$ cat src/hdl/dtb_pkg.sv
// ----------------------------------------------------------------------------
// dtb_pkg
// Shared types, constants and helpers for the double-tap button qualifier.
// ----------------------------------------------------------------------------
package dtb_pkg;

   localparam int TIME_BITS  = 32;
   localparam int COORD_BITS = 16;
   localparam int FUNC_W     = 3;
   localparam int PID_W      = 4;
   localparam int EVENT_W    = 2;
   localparam int CODE_W     = 16;
   localparam int CSR_IDX_W  = 3;
   localparam int CSR_DATA_W = 16;

   localparam int DRIFT_DIVISOR = 20;
   localparam int DRIFT_LIMIT   = ((1 << COORD_BITS) + DRIFT_DIVISOR - 1) / DRIFT_DIVISOR;

   localparam logic [TIME_BITS-1:0] HOLD_START_MS   = TIME_BITS'(500);
   localparam logic [TIME_BITS-1:0] REPEAT_EVERY_MS = TIME_BITS'(150);
   localparam logic [TIME_BITS-1:0] TAP_WINDOW_MS   = TIME_BITS'(200);

   localparam logic [COORD_BITS-1:0] COORD_MAX = '1;

   typedef enum logic [FUNC_W-1:0] {
      FUNC_DOWN    = 3'd0,
      FUNC_UP      = 3'd1,
      FUNC_MOVE    = 3'd2,
      FUNC_TICK    = 3'd3,
      FUNC_RELEASE = 3'd4
   } func_type;

   typedef enum logic [EVENT_W-1:0] {
      EV_NONE   = 2'd0,
      EV_DOWN   = 2'd1,
      EV_UP     = 2'd2,
      EV_DOUBLE = 2'd3
   } event_type;

   typedef enum logic [1:0] {
      TAP_IDLE     = 2'd0,
      TAP_PRESS1   = 2'd1,
      TAP_RELEASE1 = 2'd2,
      TAP_PRESS2   = 2'd3
   } tap_phase_type;

   typedef enum logic [CSR_IDX_W-1:0] {
      CSR_RECT_LEFT     = 3'd0,
      CSR_RECT_TOP      = 3'd1,
      CSR_RECT_RIGHT    = 3'd2,
      CSR_RECT_BOTTOM   = 3'd3,
      CSR_BUTTON_CODE   = 3'd4,
      CSR_REPEAT_ENABLE = 3'd5,
      CSR_HIDDEN        = 3'd6
   } csr_reg_type;

   typedef struct packed {
      logic [COORD_BITS-1:0] rect_left;
      logic [COORD_BITS-1:0] rect_top;
      logic [COORD_BITS-1:0] rect_right;
      logic [COORD_BITS-1:0] rect_bottom;
      logic [CODE_W-1:0]     button_code;
      logic                  repeat_enable;
      logic                  hidden;
   } cfg_type;

   typedef struct packed {
      logic [FUNC_W-1:0]     func;
      logic [PID_W-1:0]      pointer_id;
      logic [COORD_BITS-1:0] pos_x;
      logic [COORD_BITS-1:0] pos_y;
      logic [TIME_BITS-1:0]  now_ms;
   } req_item_type;

   typedef struct packed {
      logic               handled;
      logic [EVENT_W-1:0] event_res;
      logic [CODE_W-1:0]  code;
      logic               last;
   } rsp_item_type;

   typedef struct packed {
      logic [1:0]   count;
      rsp_item_type item0;
      rsp_item_type item1;
   } rsp_push_type;

   function automatic rsp_item_type make_rsp(input logic handled, input event_type ev,
                                             input logic last,
                                             input logic [CODE_W-1:0] code);
      rsp_item_type r;
      r.handled   = handled;
      r.event_res = ev;
      r.code      = (ev != EV_NONE) ? code : '0;
      r.last      = last;
      return r;
   endfunction

endpackage

$ cat src/hdl/dtb_if.sv
// ----------------------------------------------------------------------------
// dtb_req_if / dtb_rsp_if
// Valid/ready channels for pointer requests and button results.
// ----------------------------------------------------------------------------
interface dtb_req_if;
   import dtb_pkg::*;
   logic                  valid;
   logic                  ready;
   logic [FUNC_W-1:0]     func;
   logic [PID_W-1:0]      pointer_id;
   logic [COORD_BITS-1:0] pos_x;
   logic [COORD_BITS-1:0] pos_y;
   logic [TIME_BITS-1:0]  now_ms;

   modport source(output valid, func, pointer_id, pos_x, pos_y, now_ms, input ready);
   modport sink(input valid, func, pointer_id, pos_x, pos_y, now_ms, output ready);
endinterface

interface dtb_rsp_if;
   import dtb_pkg::*;
   logic               valid;
   logic               ready;
   logic               handled;
   logic [EVENT_W-1:0] event_res;
   logic [CODE_W-1:0]  code;
   logic               last;

   modport source(output valid, handled, event_res, code, last, input ready);
   modport sink(input valid, handled, event_res, code, last, output ready);
endinterface

$ cat src/hdl/dtb_req_stage.sv
// ----------------------------------------------------------------------------
// dtb_req_stage
// Input register: captures one request and holds it until it is processed.
// ----------------------------------------------------------------------------
module dtb_req_stage (
   input  logic                  clock,
   input  logic                  reset,
   dtb_req_if.sink               req_ch,
   input  logic                  advance,
   output logic                  item_valid,
   output dtb_pkg::req_item_type item
);
   import dtb_pkg::*;

   logic         valid_ff;
   logic         valid_in;
   req_item_type item_ff;
   logic         take;

   assign req_ch.ready = !valid_ff || advance;
   assign take         = req_ch.valid && req_ch.ready;
   assign valid_in     = take || (valid_ff && !advance);

   always_ff @(posedge clock) begin
      if (reset) begin
         valid_ff <= 1'b0;
      end else begin
         valid_ff <= valid_in;
      end
   end

   always_ff @(posedge clock) begin
      if (take) begin
         item_ff.func       <= req_ch.func;
         item_ff.pointer_id <= req_ch.pointer_id;
         item_ff.pos_x      <= req_ch.pos_x;
         item_ff.pos_y      <= req_ch.pos_y;
         item_ff.now_ms     <= req_ch.now_ms;
      end
   end

   assign item_valid = valid_ff;
   assign item       = item_ff;

endmodule

$ cat src/hdl/dtb_qualifier.sv
// ----------------------------------------------------------------------------
// dtb_qualifier
// Button state (holder, tap tracker, repeat deadline) and result generation.
// ----------------------------------------------------------------------------
module dtb_qualifier (
   input  logic                  clock,
   input  logic                  reset,
   input  dtb_pkg::cfg_type      cfg,
   input  logic                  fire,
   input  dtb_pkg::req_item_type item,
   output dtb_pkg::rsp_push_type push
);
   import dtb_pkg::*;

   logic                  held_ff, held_in;
   logic [PID_W-1:0]      holder_id_ff, holder_id_in;
   tap_phase_type         tap_phase_ff, tap_phase_in;
   logic [TIME_BITS-1:0]  tap_time_ff, tap_time_in;
   logic [COORD_BITS-1:0] tap_x_ff, tap_x_in;
   logic [COORD_BITS-1:0] tap_y_ff, tap_y_in;
   logic [TIME_BITS-1:0]  repeat_due_ff, repeat_due_in;

   func_type              func;
   logic                  masked;
   logic                  in_rect;
   logic [COORD_BITS-1:0] dx, dy;
   logic [COORD_BITS:0]   drift;
   logic                  small_drift;
   logic [TIME_BITS-1:0]  tap_dt;
   logic                  in_window;
   logic [TIME_BITS-1:0]  rep_dt;
   logic                  repeat_due;
   logic                  holder_up;
   logic                  tap_ok;

   assign func    = func_type'(item.func);
   assign masked  = cfg.hidden && (func inside {FUNC_DOWN, FUNC_UP, FUNC_MOVE});
   assign in_rect = (item.pos_x >= cfg.rect_left) && (item.pos_x <= cfg.rect_right) &&
                    (item.pos_y >= cfg.rect_top)  && (item.pos_y <= cfg.rect_bottom);

   assign dx          = (item.pos_x > tap_x_ff) ? item.pos_x - tap_x_ff : tap_x_ff - item.pos_x;
   assign dy          = (item.pos_y > tap_y_ff) ? item.pos_y - tap_y_ff : tap_y_ff - item.pos_y;
   assign drift       = {1'b0, dx} + {1'b0, dy};
   assign small_drift = drift < (COORD_BITS+1)'(DRIFT_LIMIT);

   assign tap_dt    = item.now_ms - tap_time_ff;
   assign in_window = (tap_dt < TAP_WINDOW_MS) || tap_dt[TIME_BITS-1];
   assign tap_ok    = in_window && small_drift;

   assign rep_dt     = item.now_ms - repeat_due_ff;
   assign repeat_due = cfg.repeat_enable && held_ff && (rep_dt != '0) && !rep_dt[TIME_BITS-1];

   assign holder_up = held_ff && (item.pointer_id == holder_id_ff);

   always_comb begin
      tap_phase_in = tap_phase_ff;
      if (fire && !masked) begin
         case (func)
            FUNC_DOWN: begin
               if (in_rect) begin
                  if (tap_phase_ff == TAP_RELEASE1) begin
                     tap_phase_in = tap_ok ? TAP_PRESS2 : TAP_PRESS1;
                  end else if (tap_phase_ff == TAP_IDLE) begin
                     tap_phase_in = TAP_PRESS1;
                  end
               end
            end
            FUNC_UP: begin
               if (holder_up && in_rect) begin
                  if (tap_phase_ff == TAP_PRESS1) begin
                     tap_phase_in = tap_ok ? TAP_RELEASE1 : TAP_IDLE;
                  end else if (tap_phase_ff == TAP_PRESS2) begin
                     tap_phase_in = TAP_IDLE;
                  end
               end
            end
            default: begin
               tap_phase_in = tap_phase_ff;
            end
         endcase
      end
   end

   always_comb begin
      held_in       = held_ff;
      holder_id_in  = holder_id_ff;
      tap_time_in   = tap_time_ff;
      tap_x_in      = tap_x_ff;
      tap_y_in      = tap_y_ff;
      repeat_due_in = repeat_due_ff;
      push.count    = 2'd0;
      push.item0    = make_rsp(1'b0, EV_NONE, 1'b1, cfg.button_code);
      push.item1    = make_rsp(1'b0, EV_NONE, 1'b1, cfg.button_code);
      if (fire) begin
         push.count = 2'd1;
         if (!masked) begin
            case (func)
               FUNC_DOWN: begin
                  if (in_rect) begin
                     held_in       = 1'b1;
                     holder_id_in  = item.pointer_id;
                     repeat_due_in = item.now_ms + HOLD_START_MS;
                     if (tap_phase_ff == TAP_IDLE ||
                         (tap_phase_ff == TAP_RELEASE1 && !tap_ok)) begin
                        tap_time_in = item.now_ms;
                        tap_x_in    = item.pos_x;
                        tap_y_in    = item.pos_y;
                     end
                     push.item0 = make_rsp(1'b1, EV_DOWN, 1'b1, cfg.button_code);
                  end
               end
               FUNC_UP: begin
                  if (holder_up) begin
                     held_in    = 1'b0;
                     push.item0 = make_rsp(1'b1, EV_UP, 1'b1, cfg.button_code);
                     if (in_rect) begin
                        if (tap_phase_ff == TAP_PRESS1 && tap_ok) begin
                           tap_time_in = item.now_ms;
                        end else if (tap_phase_ff == TAP_PRESS2) begin
                           tap_time_in = '0;
                           if (small_drift) begin
                              push.count = 2'd2;
                              push.item0 = make_rsp(1'b1, EV_UP, 1'b0, cfg.button_code);
                              push.item1 = make_rsp(1'b1, EV_DOUBLE, 1'b1,
                                                    cfg.button_code);
                           end
                        end
                     end
                  end
               end
               FUNC_TICK: begin
                  if (repeat_due) begin
                     repeat_due_in = item.now_ms + REPEAT_EVERY_MS;
                     push.count    = 2'd2;
                     push.item0    = make_rsp(1'b0, EV_DOWN, 1'b0, cfg.button_code);
                     push.item1    = make_rsp(1'b0, EV_UP, 1'b1, cfg.button_code);
                  end
               end
               FUNC_RELEASE: begin
                  held_in    = 1'b0;
                  push.item0 = make_rsp(1'b0, EV_UP, 1'b1, cfg.button_code);
               end
               default: begin
                  push.item0 = make_rsp(1'b0, EV_NONE, 1'b1, cfg.button_code);
               end
            endcase
         end
      end
   end

   always_ff @(posedge clock) begin
      if (reset) begin
         held_ff       <= 1'b0;
         holder_id_ff  <= '0;
         tap_phase_ff  <= TAP_IDLE;
         tap_time_ff   <= '0;
         tap_x_ff      <= '0;
         tap_y_ff      <= '0;
         repeat_due_ff <= '0;
      end else begin
         held_ff       <= held_in;
         holder_id_ff  <= holder_id_in;
         tap_phase_ff  <= tap_phase_in;
         tap_time_ff   <= tap_time_in;
         tap_x_ff      <= tap_x_in;
         tap_y_ff      <= tap_y_in;
         repeat_due_ff <= repeat_due_in;
      end
   end

endmodule

$ cat src/hdl/dtb_rsp_fifo.sv
// ----------------------------------------------------------------------------
// dtb_rsp_fifo
// Four-entry result queue: takes up to two results a cycle, drives the result
// channel one result a cycle while the receiver is ready.
// ----------------------------------------------------------------------------
module dtb_rsp_fifo (
   input  logic                  clock,
   input  logic                  reset,
   input  dtb_pkg::rsp_push_type push,
   output logic                  space_ok,
   dtb_rsp_if.source             rsp_ch
);
   import dtb_pkg::*;

   localparam int DEPTH = 4;
   localparam int PTR_W = $clog2(DEPTH);

   rsp_item_type         mem_ff [DEPTH];
   logic [PTR_W-1:0]     wr_ptr_ff, wr_ptr_in;
   logic [PTR_W-1:0]     rd_ptr_ff, rd_ptr_in;
   logic [PTR_W:0]       count_ff, count_in;
   logic                 pop;
   logic [PTR_W-1:0]     wr_ptr_next;
   rsp_item_type         head;

   assign head        = mem_ff[rd_ptr_ff];
   assign pop         = rsp_ch.valid && rsp_ch.ready;
   assign wr_ptr_next = wr_ptr_ff + PTR_W'(1);
   assign space_ok    = count_ff <= (PTR_W+1)'(DEPTH - 2);

   assign wr_ptr_in = wr_ptr_ff + PTR_W'(push.count);
   assign rd_ptr_in = rd_ptr_ff + PTR_W'(pop);
   assign count_in  = count_ff + (PTR_W+1)'(push.count) - (PTR_W+1)'(pop);

   always_ff @(posedge clock) begin
      if (reset) begin
         wr_ptr_ff <= '0;
         rd_ptr_ff <= '0;
         count_ff  <= '0;
      end else begin
         wr_ptr_ff <= wr_ptr_in;
         rd_ptr_ff <= rd_ptr_in;
         count_ff  <= count_in;
      end
   end

   always_ff @(posedge clock) begin
      if (push.count != 2'd0) begin
         mem_ff[wr_ptr_ff] <= push.item0;
      end
      if (push.count == 2'd2) begin
         mem_ff[wr_ptr_next] <= push.item1;
      end
   end

   assign rsp_ch.valid     = count_ff != '0;
   assign rsp_ch.handled   = head.handled;
   assign rsp_ch.event_res = head.event_res;
   assign rsp_ch.code      = head.code;
   assign rsp_ch.last      = head.last;

endmodule

$ cat src/hdl/double_tap_button_detector_core.sv
// ----------------------------------------------------------------------------
// double_tap_button_detector_core
// Touch button qualifier with double-tap detection and auto-repeat.
// ----------------------------------------------------------------------------
// A request is taken every cycle while the four-entry result queue has room
// for two results. It is registered at the input, evaluated combinationally
// against the button state and pushed into the result queue, from which its
// results are driven onto the result channel. The result channel carries one
// result per cycle while the receiver is ready: a request with one result
// sustains one request per cycle, while an up that completes a double tap or
// a repeat tick puts two results on the result channel. Register writes take
// effect at the next clock edge.
module double_tap_button_detector_core (
   input  logic                           clock,
   input  logic                           reset,
   dtb_req_if.sink                        req_ch,
   dtb_rsp_if.source                      rsp_ch,
   input  logic                           csr_wr_en,
   input  logic [dtb_pkg::CSR_IDX_W-1:0]  csr_index,
   input  logic [dtb_pkg::CSR_DATA_W-1:0] csr_wdata
);
   import dtb_pkg::*;

   cfg_type      cfg_ff;
   logic         item_valid;
   req_item_type item;
   logic         space_ok;
   logic         advance;
   rsp_push_type push;

   always_ff @(posedge clock) begin
      if (reset) begin
         cfg_ff.rect_left     <= '0;
         cfg_ff.rect_top      <= '0;
         cfg_ff.rect_right    <= COORD_MAX;
         cfg_ff.rect_bottom   <= COORD_MAX;
         cfg_ff.button_code   <= '0;
         cfg_ff.repeat_enable <= 1'b0;
         cfg_ff.hidden        <= 1'b0;
      end else if (csr_wr_en) begin
         case (csr_index)
            CSR_RECT_LEFT:     cfg_ff.rect_left     <= csr_wdata[COORD_BITS-1:0];
            CSR_RECT_TOP:      cfg_ff.rect_top      <= csr_wdata[COORD_BITS-1:0];
            CSR_RECT_RIGHT:    cfg_ff.rect_right    <= csr_wdata[COORD_BITS-1:0];
            CSR_RECT_BOTTOM:   cfg_ff.rect_bottom   <= csr_wdata[COORD_BITS-1:0];
            CSR_BUTTON_CODE:   cfg_ff.button_code   <= csr_wdata[CODE_W-1:0];
            CSR_REPEAT_ENABLE: cfg_ff.repeat_enable <= csr_wdata[0];
            CSR_HIDDEN:        cfg_ff.hidden        <= csr_wdata[0];
            default: begin
               cfg_ff <= cfg_ff;
            end
         endcase
      end
   end

   assign advance = item_valid && space_ok;

   dtb_req_stage u_req_stage (
      .clock      (clock),
      .reset      (reset),
      .req_ch     (req_ch),
      .advance    (advance),
      .item_valid (item_valid),
      .item       (item)
   );

   dtb_qualifier u_qualifier (
      .clock (clock),
      .reset (reset),
      .cfg   (cfg_ff),
      .fire  (advance),
      .item  (item),
      .push  (push)
   );

   dtb_rsp_fifo u_rsp_fifo (
      .clock    (clock),
      .reset    (reset),
      .push     (push),
      .space_ok (space_ok),
      .rsp_ch   (rsp_ch)
   );

endmodule

$ cat src/flat_wrapper.sv
// flat-port wrapper written by rule: the top's interface ports become plain ports
module double_tap_button_detector_core_flat import dtb_pkg::*;
  (clock, reset, csr_wr_en, csr_index, csr_wdata, req_ch_valid, req_ch_func, req_ch_pointer_id, req_ch_pos_x, req_ch_pos_y, req_ch_now_ms, req_ch_ready, rsp_ch_valid, rsp_ch_handled, rsp_ch_event_res, rsp_ch_code, rsp_ch_last, rsp_ch_ready);
  dtb_req_if req_ch_i ();
  dtb_rsp_if rsp_ch_i ();
  input  logic clock;
  input  logic reset;
  input  logic csr_wr_en;
  input  logic [dtb_pkg::CSR_IDX_W-1:0] csr_index;
  input  logic [dtb_pkg::CSR_DATA_W-1:0] csr_wdata;
  input wire logic [$bits(req_ch_i.valid)-1:0] req_ch_valid;
  input wire logic [$bits(req_ch_i.func)-1:0] req_ch_func;
  input wire logic [$bits(req_ch_i.pointer_id)-1:0] req_ch_pointer_id;
  input wire logic [$bits(req_ch_i.pos_x)-1:0] req_ch_pos_x;
  input wire logic [$bits(req_ch_i.pos_y)-1:0] req_ch_pos_y;
  input wire logic [$bits(req_ch_i.now_ms)-1:0] req_ch_now_ms;
  output wire logic [$bits(req_ch_i.ready)-1:0] req_ch_ready;
  output wire logic [$bits(rsp_ch_i.valid)-1:0] rsp_ch_valid;
  output wire logic [$bits(rsp_ch_i.handled)-1:0] rsp_ch_handled;
  output wire logic [$bits(rsp_ch_i.event_res)-1:0] rsp_ch_event_res;
  output wire logic [$bits(rsp_ch_i.code)-1:0] rsp_ch_code;
  output wire logic [$bits(rsp_ch_i.last)-1:0] rsp_ch_last;
  input wire logic [$bits(rsp_ch_i.ready)-1:0] rsp_ch_ready;
  assign req_ch_i.valid = req_ch_valid;
  assign req_ch_i.func = req_ch_func;
  assign req_ch_i.pointer_id = req_ch_pointer_id;
  assign req_ch_i.pos_x = req_ch_pos_x;
  assign req_ch_i.pos_y = req_ch_pos_y;
  assign req_ch_i.now_ms = req_ch_now_ms;
  assign req_ch_ready = req_ch_i.ready;
  assign rsp_ch_valid = rsp_ch_i.valid;
  assign rsp_ch_handled = rsp_ch_i.handled;
  assign rsp_ch_event_res = rsp_ch_i.event_res;
  assign rsp_ch_code = rsp_ch_i.code;
  assign rsp_ch_last = rsp_ch_i.last;
  assign rsp_ch_i.ready = rsp_ch_ready;
  double_tap_button_detector_core u_core (.clock(clock), .reset(reset), .req_ch(req_ch_i), .rsp_ch(rsp_ch_i), .csr_wr_en(csr_wr_en), .csr_index(csr_index), .csr_wdata(csr_wdata));
endmodule
$ cat config.mk
export PLATFORM = sky130hd
export DESIGN_NAME = double_tap_button_detector_core_flat
export DESIGN_NICKNAME = d
export VERILOG_FILES = /design/src/hdl/dtb_pkg.sv /design/src/hdl/dtb_if.sv /design/src/hdl/dtb_req_stage.sv /design/src/hdl/dtb_qualifier.sv /design/src/hdl/dtb_rsp_fifo.sv /design/src/hdl/double_tap_button_detector_core.sv /design/src/flat_wrapper.sv
export SDC_FILE = /design/constraint.sdc
export NUM_CORES = 1
export LEC_CHECK = 0
export ABC_AREA = 1
export BUFFER_PORTS_ARGS = -buffer_cell sky130_fd_sc_hd__buf_2
export CAP_MARGIN = 30
export CORE_ASPECT_RATIO = 0.75
export CORE_MARGIN = 5
export CORE_UTILIZATION = 35
export CTS_BUF_LIST = sky130_fd_sc_hd__clkbuf_8
export DETAILED_ROUTE_END_ITERATION = 6
export PLACE_DENSITY = 0.6
export RECOVER_POWER = 50
export SYNTH_ARGS = -nofsm -noshare
export SYNTH_HDL_FRONTEND = slang
export SYNTH_SLANG_ARGS = --single-unit
$ cat constraint.sdc
create_clock -name clock -period 7.51 [get_ports clock]
set_clock_uncertainty 0.2 [all_clocks]
set_input_delay 1.1265 -clock clock [delete_from_list [all_inputs] [get_ports clock]]
set_output_delay 1.1265 -clock clock [all_outputs]
set_load 0.005 [all_outputs]
==> flow_metrics.py, run 1 <==
metrics = {
    "yosys": {
        "synthMuxAreaShare": 0.002436,
        "yosys.area.top_type": "edfxtp_1",
        "synthFlopType": "dfxtp_1",
        "postSynthAreaPerCell_sq_um": 6.917,
        "yosys_warnings": 0,
        "synth.cell_area_sq_um": 24660,
        "syn_nets": 3878,
        "ys_ff_latch": 344,
        "synth_edf_count": 147,
        "synth-compound-area-share": 0.1526,
        "seq_area_frac_synth": 0.3389,
        "yosysMostFrequentCell": "nand2_1",
        "netlist.area_leader.share": 0.1790,
        "yosys.area_share.simple": 0.2527,
        "synth_area_leaders": "edfxtp_1 (18%), dfxtp_1 (16%), nand2_1 (12%)",
        "synth_xor_area_frac": 0.03055,
        "syn_inst": 3565,
        "synth_top_family_by_area": "simple AND/OR/NAND/NOR gates",
        "synthAdderAreaFrac": 0.1127,
        "synthArstFlopShare": 0,
        "synthTopCellsByCount": "nand2_1 (818), inv_1 (598), nor2_1 (338)",
        "netlist-cell-type-count": 53,
    },
    "drt": {
        "drc": 0,
        "drt-total-wl_mm": 77.32,
        "drtIter0Drc": 2369,
        "drtPass1Iterations": 6,
        "vias_per_cell": 4.971,
        "vias": 23260,
        "wl_per_cell_um": 16.52,
        "postRouteAntennaNets": 0,
    },
    "sta": {
        "layout_setup_ws_ns": 0.8202,
        "fin_crit_ns": 6.690,
        "hold_viol_final": 0,
        "worstMarginPinSlew_ns": 3.299,
        "rsz0062_at_grt": "false",
        "max-slew-margin-rel": -1.199,
        "min_period_over_period": 0.8908,
        "setup_viol": 0,
        "tns_ns": 0,
        "max_freq_mhz": 149.5,
        "slew_violations": 230,
    },
    "pwr": {
        "power_frac_comb": 0.316,
        "power_density_nw_per_um2": 216.4,
        "p_int_w": 0.003706,
        "p_leak_nw": 12.54,
        "clockPowerShare": 0.319,
        "netSwitchingFraction": 0.3761,
        "ir_drop_uv": 104.0,
        "seqPwrFrac": 0.365,
        "p_switching_w": 0.002234,
    },
    "global_route": {
        "globalRouteMet2Util": 0.2784,
        "gr-total-overflow": 0,
        "use_met1": 0.3143,
        "grt_util_all_layers": 0.1996,
        "grt_pass1_vias": 20880,
        "grt_max_degree": 66,
        "top_usage_layer": "met1",
        "grt_pass1_wl_mm": 120.2,
        "grt_use_met3": 0.04343,
        "grt_antenna_before_repair": 12,
    },
    "setup_path": {
        "worstSetupEndpointType": "register",
        "slowest_stage": "edfxtp_1",
        "reg2reg_from": "u_core.u_req_stage.item[32]",
        "worstSetupStartpoint": "u_core.u_req_stage.item[32]",
        "critPathMaxStageDelay_ns": 0.41,
        "cp.required_ns": 7.83,
        "critical_path.startpoint_type": "register",
        "crit_fanout": 11,
        "critical_path.most_common_cell": "nand2_1",
        "r2r_cells": 40,
        "r2r_slack_ns": 0.82,
        "arrival_ns": 7.01,
        "path_class": "reg -> reg",
        "r2r-end": "u_core.u_rsp_fifo.count_ff[2]",
    },
    "die": {
        "rows": 84,
        "dieArea_sq_um": 75920,
        "dieWidth_um": 316.5,
        "io_pins": 117,
        "die_y_um": 239.9,
        "coreArea_sq_um": 70000,
        "start_util": 0.3523,
    },
    "clock_network": {
        "path_clk_slew_ns": 0.06,
        "tritoncts": "done",
        "cts-hold-fix-buffers": 0,
        "cts_resized": 0,
        "cts_made_buffers": 66,
        "cts_root_buffer": "clkbuf_8",
        "clk_latency_ns": 0.68,
        "htreeDepth": 3,
        "cts.path.max_buffers": 3,
        "cts.sinks": 344,
        "cts_setup_buffers": 0,
    },
    "min_path": {
        "hold_start": "u_core.u_qualifier.repeat_due_ff[4]",
        "min_to": "u_core.u_qualifier.repeat_due_ff[4]",
        "hold_depth": 2,
        "hold_path.class": "reg -> reg",
    },
    "placed_design": {
        "hpwl_mm": 59.26,
        "post-place-ws_ns": 0.8333,
        "place.gp.congestion": 0.9549,
        "numPortBuffers": 116,
    },
    "final_layout": {
        "nets": 3991,
        "nFillCells": 7460,
        "area.growth.synth_to_final_pct": 11.33,
        "drive_gt1_frac": 0.06302,
        "seqCellArea_sq_um": 8358,
        "multi_input_area_sq_um": 13600,
    },
    "flow_run": {
        "max_cap_violations": 4,
    },
    "status": {
        "status": "finished, violations left",
        "violations": "capacitance limit, slew limit",
    },
}
[cells by family (layout without fill, tap and decap cells)]
kind of cell               after synthesis  after routing
DFF                                    344            344
and+or+nand+nor                       1501           1501
AOI/OAI and AO/OA                      704            704
adders and majority gates              218            218
xor gates and xnor gates                86             86
buffers and inverters                  706            870
muxes                                    6              6
other                                    0              4
[flip-flops by register name (all words and copies together) (netlist names)]
signal / count
u_core.cfg_ff: 82
u_core.u_qualifier.tap_phase_ff: 2
u_core.u_qualifier.tap_y_ff: 16
u_core.u_rsp_fifo.mem_ff: 80
u_core.u_req_stage.item: 71
u_core.u_req_stage.item_valid: 1
u_core.u_rsp_fifo.rd_ptr_ff: 2
u_core.u_rsp_fifo.wr_ptr_ff: 2
u_core.u_qualifier.holder_id_ff: 4
u_core.u_qualifier.tap_time_ff: 32
u_core.u_qualifier.tap_x_ff: 16
u_core.u_qualifier.repeat_due_ff: 32
u_core.u_qualifier.held_ff: 1
u_core.u_rsp_fifo.count_ff: 3
[layer usage]
layer  part of all wire  vias to the layer above
li1                   -                    11830
met1               0.51                    10550
met2               0.39                      777
met3              0.083                       89
met4              0.016                        8
met5            0.00066                        -
[metrics by stage]
stage          instances  cell area (sq um)  power, W  utilization  hold WS [ns]
2_1_floorplan       3565              24660  0.003488            -        0.2331
3_3_place_gp        4554              26210  0.004078       0.3744        0.2485
3_5_place_dp        4555              26220  0.004071       0.3746        0.2524
4_1_cts             4674              27530  0.005992       0.3933        0.2620
5_1_grt             4678              27450  0.006354       0.3922        0.2787
6_report            4679              27450  0.005940       0.3922        0.2604
[worst max-delay path, delay by kind of cell, from the launching register on]
kind / cells / cell delay (ns)
simple gates: 18 / 2.05
fa+ha+maj: 6 / 1.70
compound gates: 6 / 1.06
buf+inv: 8 / 0.75
flops: 1 / 0.41
xor+xnor: 2 / 0.39
[power by group through the flow]
stage	sequential [W]	combinational [W]	clock, W
final	0.00217	0.00188	0.00189
after global routing	0.00218	0.00213	0.00204
after detailed placement	0.00221	0.00187	0
after global placement	0.00220	0.00187	0
after CTS	0.00217	0.00188	0.00195
after floorplan	0.00217	0.00131	0
[cell type report]
type / count / share of cell area
repair buffers: 142 / 0.02571
clock buffers: 77 / 0.03860
inverters: 609 / 0.08331
clock inverters: 42 / 0.009024
flip-flops and latches: 344 / 0.3045
diodes: 4 / 0.0003646
well taps: 946 / 0.04312
multi-input cells: 2515 / 0.4954
[how the worst max path moves through the flow]
stage / endpoint / slack, ns
floorplan: u_core.u_rsp_fifo.count_ff[2] / 1.80
global placement: u_core.u_rsp_fifo.count_ff[2] / 0.91
detailed placement: u_core.u_rsp_fifo.count_ff[2] / 0.83
CTS: u_core.u_rsp_fifo.count_ff[2] / 0.81
global route: u_core.u_rsp_fifo.count_ff[2] / 0.04
finish: u_core.u_rsp_fifo.count_ff[2] / 0.82
[cell usage in the layout (no fill, tap or decap), drive strengths merged, types with 3 or more instances in the layout]
cell	instances
nand2	824
a21boi	4
clkinvlp	3
nor4	8
diode	4
o2111ai	3
and3	3
ha	211
o22ai	22
nand4	33
clkinv	13
and2	4
clkbuf	124
o211ai	21
o21ai	298
o31ai	3
a21oi	316
a31oi	5
o21bai	9
buf	95
fa	7
nor3	48
nor2	346
xor2	54
or2	6
o221ai	6
nand3	216
nand3b	10
a211oi	5
a21o	3
a221o	3
xnor2	32
mux2i	6
edfxtp	147
inv	633
dfxtp	197
Power figures use the tool's default switching activity.
==> run 2: changes to the inputs <==
==> constraint.sdc (replaced) <==
create_clock -name clock -period 8.23 [get_ports clock]
set_clock_uncertainty 0.2 [all_clocks]
set_input_delay 1.2345 -clock clock [delete_from_list [all_inputs] [get_ports clock]]
set_output_delay 1.2345 -clock clock [all_outputs]
set_load 0.005 [all_outputs]
==> run 2 against run 1 <==
  * Register-to-register slack lost 0.08 ns
  * Final cell count shrank 0.13%
  * The run still ends with capacitance limit, slew limit left
  * Largest cell class unchanged
  * Clock power shrank 14%
  * First-iteration DRC count shrank 5.5%
==> flow_metrics.py, run 2 (synthesized netlist as in run 1, its figures left out) <==
metrics = {
    "sta": {
        "layout_setup_ws_ns": 0.7430,
        "worstMarginPinSlew_ns": 3.456,
        "setup_viol": 0,
        "tns_ns": 0,
        "slew_violations": 287,
        "rsz0062_at_grt": "false",
        "max_freq_mhz": 133.6,
        "hold_viol_final": 0,
        "min_period_over_period": 0.9097,
        "fin_crit_ns": 7.487,
        "max-slew-margin-rel": -1.304,
    },
    "pwr": {
        "clockPowerShare": 0.306,
        "p_switching_w": 0.002007,
        "total_power_w": 0.005301,
        "netSwitchingFraction": 0.3787,
        "p_int_w": 0.003294,
        "power_frac_comb": 0.320,
        "seqPwrFrac": 0.374,
        "ir_drop_uv": 100.9,
        "power_density_nw_per_um2": 193.8,
        "p_leak_nw": 12.50,
    },
    "flow_run": {
        "max_cap_violations": 5,
    },
    "placed_design": {
        "hpwl_mm": 58.89,
        "post-place-ws_ns": 0.8139,
        "place.gp.congestion": 0.9188,
        "numPortBuffers": 116,
        "placed_cell_area_sq_um": 26220,
    },
    "setup_path": {
        "cp.required_ns": 8.30,
        "arrival_ns": 7.55,
        "critical_path.most_common_cell": "inv_1",
        "worstSetupEndpointType": "register",
        "path_class": "reg -> reg",
        "critPathMaxStageDelay_ns": 0.69,
        "crit_fanout": 19,
        "slowest_stage": "nand2_1",
        "critical_path.startpoint_type": "register",
    },
    "die": {
        "io_pins": 117,
        "die_y_um": 239.9,
        "dieArea_sq_um": 75920,
        "dieWidth_um": 316.5,
        "coreArea_sq_um": 70000,
        "rows": 84,
        "start_util": 0.3523,
    },
    "drt": {
        "wl_per_cell_um": 16.42,
        "vias": 23170,
        "drc": 0,
        "drtIter0Drc": 2238,
        "drt-total-wl_mm": 76.75,
        "drtPass1Iterations": 5,
        "postRouteAntennaNets": 0,
        "vias_per_cell": 4.958,
    },
    "global_route": {
        "grt_util_all_layers": 0.1973,
        "grt_pass1_vias": 21100,
        "grt_max_degree": 73,
        "gr-total-overflow": 0,
        "grt_antenna_before_repair": 11,
        "grt_pass1_wl_mm": 119.3,
    },
    "final_layout": {
        "regMostFlops": "u_core.cfg_ff",
        "largest_reg_flops": 82,
        "final_cell_mix": "nand2_1 (817), inv_1 (620), nor2_1 (336)",
        "nets": 3987,
        "nFillCells": 7566,
        "reg_top3": "u_core.cfg_ff x82, u_core.u_rsp_fifo.mem_ff x80, u_core.u_req_stage.item x71",
        "area.growth.synth_to_final_pct": 10.91,
        "final_area_sq_um": 27350,
        "mostFrequentLayoutCell": "nand2_1",
        "drive_gt1_frac": 0.06122,
    },
    "clock_network": {
        "cts_setup_buffers": 0,
        "cts.sinks": 344,
        "cts_root_buffer": "clkbuf_8",
        "clk_latency_ns": 0.67,
        "cts_made_buffers": 66,
        "cts.path.max_buffers": 3,
        "path_clk_slew_ns": 0.06,
        "tritoncts": "done",
        "htreeDepth": 3,
        "cts-hold-fix-buffers": 0,
        "cts_resized": 0,
    },
    "status": {
        "status": "finished, violations left",
        "violations": "capacitance limit, slew limit",
    },
    "min_path": {
        "hold_path.class": "reg -> reg",
    },
}
## run 2: final timing paths
path | from | endpoint | slack [ns] | depth (start not counted)
worst max-delay path | u_core.u_req_stage.item[48] | u_core.u_rsp_fifo.mem_ff[3][2] | 0.74 | 32
worst min-delay path | u_core.cfg_ff[56] | u_core.cfg_ff[56] | 0.26 | 2
worst max register to register | u_core.u_req_stage.item[48] | u_core.u_rsp_fifo.mem_ff[3][2] | 0.74 | 32
worst min register to register | u_core.cfg_ff[56] | u_core.cfg_ff[56] | 0.26 | 2
## run 2: per-stage QoR
stage,util,hold slack (ns),std cells
after global placement,0.3737,0.2467,4548
after global routing,0.3907,0.2712,4672
final,0.3907,0.2592,4673
after CTS,0.3921,0.2625,4669
after detailed placement,0.3746,0.2528,4551
after floorplan,-,0.2331,3565
## run 2: area by class of cell
type,instances,area (sq um),area share
Inverter,609,2287,0.08363
Multi-Input combinational cell,2515,13600,0.4973
Antenna cell,3,7.507,0.0002745
Clock inverter,47,245.2,0.008967
Timing Repair Buffer,138,689.4,0.02521
Tap cell,946,1184,0.04328
Clock buffer,71,977.2,0.03573
Sequential cell,344,8358,0.3056
## run 2: worst max-delay path: cells and delay by family, from the launching register on
family	cells	cell delay (ns)
flops	1	0.40
buf+inv	8	1.17
xor+xnor	2	0.38
fa+ha+maj	3	0.93
simple gates	14	3.25
compound gates	5	0.76
## run 2: power by group through the flow
stage	Sequential, W	Clock [W]	Combinational [W]
global route	0.00199	0.00176	0.00192
CTS	0.00198	0.00168	0.00171
floorplan	0.00198	0	0.00120
finish	0.00198	0.00162	0.00170
global placement	0.00201	0	0.00169
detailed placement	0.00201	0	0.00170
## run 2: per-layer routing
layer / wire length (um) / share of wire / GRT usage / vias to the layer above
met5: 80 / 0.0010 / 0 / -
met4: 1300 / 0.017 / 0.04211 / 10
met3: 5563 / 0.072 / 0.04171 / 93
met2: 30310 / 0.39 / 0.2784 / 678
met1: 39490 / 0.51 / 0.3070 / 10550
li1: - / - / - / 11840
